<file path="src/hdl/refcounted_resource_residency_manager_assert.svh">
// assertion macros for the residency manager
// clocked on clk; RRM_ASSERT is disabled while rst_n is low; no other dependencies
`ifndef REFCOUNTED_RESOURCE_RESIDENCY_MANAGER_ASSERT_SVH
`define REFCOUNTED_RESOURCE_RESIDENCY_MANAGER_ASSERT_SVH
`ifndef SYNTH
// concurrent check on clk, ignored during reset
`define RRM_ASSERT(lbl, prop) \
    lbl: assert property (@(posedge clk) disable iff (!rst_n) prop) \
        else $error("rrm assertion failed");
// concurrent check on clk that also holds during reset
`define RRM_ASSERT_ALWAYS(lbl, prop) \
    lbl: assert property (@(posedge clk) prop) \
        else $error("rrm assertion failed");
`else
`define RRM_ASSERT(lbl, prop)
`define RRM_ASSERT_ALWAYS(lbl, prop)
`endif
`endif

</file>
<file path="src/hdl/rrm_ram.sv">
// generic simple dual-port ram, one write and one registered read port
// no dependencies
module rrm_ram #(
    parameter int WIDTH = 8,
    parameter int DEPTH = 64
) (
    input  logic                                      clk,
    input  logic                                      we,
    input  logic [((DEPTH > 1) ? $clog2(DEPTH) : 1)-1:0] waddr,
    input  logic [WIDTH-1:0]                          wdata,
    input  logic                                      re,
    input  logic [((DEPTH > 1) ? $clog2(DEPTH) : 1)-1:0] raddr,
    output logic [WIDTH-1:0]                          rdata
);
    logic [WIDTH-1:0] mem [DEPTH];
    logic [WIDTH-1:0] rdata_reg;

    always_ff @(posedge clk)
    begin
        if (we)
        begin
            mem[waddr] <= wdata;
        end
        if (re)
        begin
            rdata_reg <= mem[raddr];
        end
    end

    assign rdata = rdata_reg;
endmodule
</file>
<file path="config.mk">
export PLATFORM = sky130hd
export DESIGN_NAME = rrm_ram
export DESIGN_NICKNAME = d
export VERILOG_FILES = /design/src/hdl/refcounted_resource_residency_manager_assert.svh /design/src/hdl/rrm_ram.sv
export SDC_FILE = /design/constraint.sdc
export NUM_CORES = 1
export LEC_CHECK = 0
export ABC_AREA = 0
export BUFFER_PORTS_ARGS = -buffer_cell sky130_fd_sc_hd__buf_2
export CAP_MARGIN = 20
export CORE_UTILIZATION = 45
export DETAILED_ROUTE_END_ITERATION = 10
export GPL_ROUTABILITY_DRIVEN = 0
export HOLD_SLACK_MARGIN = 0.05
export MAX_ROUTING_LAYER = met4
export PLACE_DENSITY = 0.66
export SYNTH_ARGS = -nofsm -noshare
export SYNTH_HDL_FRONTEND = slang
export SYNTH_SLANG_ARGS = --single-unit
</file>
<file path="constraint.sdc">
create_clock -name clk -period 3.7 [get_ports clk]
set_input_delay 0 -clock clk [delete_from_list [all_inputs] [get_ports clk]]
set_output_delay 0 -clock clk [all_outputs]
set_load 0.1 [all_outputs]
</file>
======== Word-level counts from Yosys, hierarchy flattened ========
Memory sizes are Yosys's and may differ from the RTL's. A register that Yosys moved wholly into a read port is not among the register bits.
Cells that the tools add are included.
storage, ports and cells
  flip-flop bits (word level) ............. 0
  memory bits (writable) .................. 512
  input bits .............................. 23
  output and inout bits ................... 8
  word-level logic and storage cells ...... 3
  memories kept ........................... 1
memories
  memory  depth  width  read ports  clocked after Yosys merged registers in  wr ports  RTL line       RTL
  mem     64     8      1           1                                        1         rrm_ram.sv:15  logic [WIDTH-1:0] mem [DEPTH];
cells by class
  multiplexer cells ....................... 2
operators with widths
  operator           number
  1-bit two-way mux  2

======== Longest topological paths before layout ========
  word-level depth ........................ 2
  depth in mapped cells ................... 9
  gate-level depth less buffers ........... 5

======== Worst setup path after synthesis ========
No wires, ideal clock.
  kind .................................... reg2reg
  start ................................... memory mem[29][4]
  end ..................................... register rdata_reg[4], in the netlist rdata[4], read port of mem, data pin
  library setup time ...................... 0.270 ns
  arrival time ............................ 1.560 ns
  data required time ...................... 3.430 ns
  slack ................................... 1.870 ns
  stages on the path, launching flop included .. 6
  path buffers ............................ 0
  period minus slack after synthesis ...... 1.830 ns
  path through ............................ edfxtp_1 > mux4_2 > mux2_2 > o221a_2 > nor3_1 > o32ai_1
RTL lines
  item         RTL line       RTL
  from (decl)  rrm_ram.sv:15
  to (decl)    rrm_ram.sv:16  logic [WIDTH-1:0] rdata_reg;

======== Worst setup path in the final report ========
  start ................................... input port waddr[1] in the netlist's numbering
  end ..................................... memory mem[43][7], enable pin
RTL lines
  item         RTL line      RTL
  from (decl)  rrm_ram.sv:9  input logic [((DEPTH > 1) ? $clog2(DEPTH) : 1)-1:0] waddr,
No word-level cell before the write port.

==> results.ini <==
[yosys]
synth_area_um2=20200
synth_sequential_area_ratio_pct=77.1
synth_top_cells_by_area=edfxtp_1, mux4_2, nor2_1
synthDominantCellAreaShare_pct=77.1
largest_family_of_logic_cells_by_synthesized_area=multiplexers
synth_compound_gate_area_share_pct=2.06
synth-simple-area-share_pct=3.37
ys_types=39
yosys-mux-area-fraction_pct=15.9
synthFlopType=edfxtp_1
postSynthAreaPerCell_um2=21.5
fraction_of_synthesized_cell_area_in_xor_and_xnor_cells_pct=0
postSynthNetCount=963
synth_seq_cells=520
number_of_flops_mapped_to_enable_cells_by_yosys=520
synth_adder_area_share_pct=0
synthArstFlopShare_pct=0
syn_inst=940
synth_top_cell_by_area=edfxtp_1
ys.warnings.count=0

[cells_and_area]
final_cell_count_no_fill=1642
mostFrequentLayoutCell=edfxtp_1
flip_flop_count_of_the_largest_register_all_copies_and_words_added=512
final_core_util_pct=51.5
multi_input_comb_area_um2=4320
syn2layout_area_growth_pct=12.8
filler_cell_count_in_the_final_layout=3484
mostFrequentLayoutCells=edfxtp_1, mux4_2, nor2_1
fin_nets=1030
fraction_of_layout_instances_using_a_drive_strength_above_1_pct=25.5
register_cell_area_after_layout_um2=15600

[critical_path]
cp_cell_sequence=dlygate4sd3_1, buf_2, nor2b_1, nand3_1, nor2_1
crit-reg2reg-launch=mem[25][6]
worst-endpoint-required_ns=3.90
crit_path_max_incr_delay_ns=1.00
critPathLaunch=waddr[1]
critPathTopFamily=simple AND/OR/NAND/NOR gates
cp_num_buf_inv=2
endpoint_kind=flip-flop
worst_setup_path_start_kind=primary input
worst-endpoint-arrival_ns=2.47
critical_path_class=in2reg
path_max_fanout=10
critPathSlowestCell=nor2_1

[route]
route.vias.total=9642
detailedRoute.firstPassIterationCount=5
first_iter_violations=853
route.met2.wl_um=21700
post_drt_via_cell_ratio=5.87
route.detailed.wl_per_inst_um=27.0
wl_met3_um=2870
routed_wirelength_um=44300
ant_nets=0
drt-met1-wl_um=18700
dr.max_layer_used=met4
detail_route.drc_violations=0

[min_path]
min_path_type=in2reg
timing.hold.worst.start=wdata[2]

[clocking]
worst_skew_pair.late_latency_ns=0.59
ctsHtreeMaxLevel=2
clkTransAtPathRegs_ns=0.06
tritoncts=built
tritoncts.num_buffers=52
clock_tree.buffer_depth=3
cts.sinks=520
cts_root_buffer=clkbuf_16

[sta]
post-route-min-period_ns=2.26
final_max_slew_viol_count=0
fmax_mhz=442
part_of_the_cycle_the_worst_path_needs_pct=61.2
timing.setup.tns_ns=0
tightest_slew_ns=1.05
timing.max_slew.rel_slack_pct=29.7
skew_ns=0.0160
hold_viol_final=0
setup_repair_after_global_routing_missed_its_margin=false
setup_violating_endpoint_count_in_the_final_report=0

[run]
drv_cap=0

[floorplan]
ios=31
floorplan.initialDensity_pct=45.7
floorplan.die.height_um=214
placement_rows=77
fp.dieArea_um2=45800
core_area_um2=44300
die_x_um=214

[outcome]
result_of_the_run=finished, final reports clean

[pwr]
p_per_area_nw_per_um2=534
leakagePower_nw=7.06
vdd_drop_max_mv=0.338

[global_routing]
grt-ovfl-total=0
grtUsageTotal_pct=20.3
number_of_global_route_vias_before_repair=9836
antenna_found_initial=2
grt_first_pass_wirelength_um=65600
grt_start_max_net_pins=65

[place]
placedCellCount=1529
port-buffer-count=30
dp_hpwl_um=26300

## Yosys cell counts, types with 6 or more instances
cell        n
nor2_1     83
mux2_2     13
nor3_1      7
o221ai_1    8
nand3_1    13
mux2i_1    23
edfxtp_1  520
o22ai_1     8
buf_4      13
nand2_1    19
nand2b_1    7
buf_2      11
clkbuf_1   17
a221oi_1    6
mux4_2    126
nor2b_1    14
## power by group
part           internal [mW]  switching, mW
registers               6.53         0.0171
logic                  0.239          0.428
clock network           2.83           2.15
total                   9.60           2.60
## layout make-up
cell class / count / share of cell area (%)
flip-flops and latches: 520 / 68.4
well taps: 592 / 3.24
multi-input cells: 369 / 18.9
clock buffers: 63 / 5.97
repair buffers: 64 / 2.41
diodes: 2 / 0.0219
clock inverters: 32 / 1.06
## timing repair
| item | 4_1_cts | 5_1_grt |
|---|---|---|
| hold endpoints to repair | 95 | 90 |
| hold buffers | 8 | 4 |
| setup buffers | 0 | 0 |
| resized for setup | 0 | 0 |
## cells by family after synthesis
family                 count (synthesis)
buffers and inverters                 51
DFF                                  520
and+or+nand+nor                      153
muxes                                162
AOI/OAI and AO/OA                     54
## routing by layer
| layer | track usage, % | vias up |
|---|---|---|
| li1 | - | 4074 |
| met1 | 27.1 | 5155 |
| met2 | 32.0 | 339 |
| met3 | 4.01 | 74 |
| met4 | 5.81 | 0 |
| met5 | - | - |
## final timing paths
check | slack [ns] | end | depth (start not counted)
hold reg to reg | 0.91 | rdata[1] | 4
hold / removal | 0.08 | mem[2][2] | 2
setup / recovery | 1.44 | mem[43][7] | 5
setup reg to reg | 1.48 | rdata[6] | 5
## metrics by stage
| step | worst slack [ns] | hold WS, ns | power [mW] | cell area (µm²) |
|---|---|---|---|---|
| 6_report | 1.44 | 0.0782 | 12.2 | 22800 |
| 5_1_grt | 1.43 | 0.117 | 12.5 | 22800 |
| 4_1_cts | 1.50 | 0.109 | 12.3 | 22700 |
| 3_5_place_dp | 0.917 | 0.434 | 7.33 | 21000 |
| 3_3_place_gp | 0.925 | 0.440 | 7.32 | 21000 |
| 2_1_floorplan | 1.87 | 0.0989 | 7.07 | 20200 |
Power figures use the tool's default switching activity.
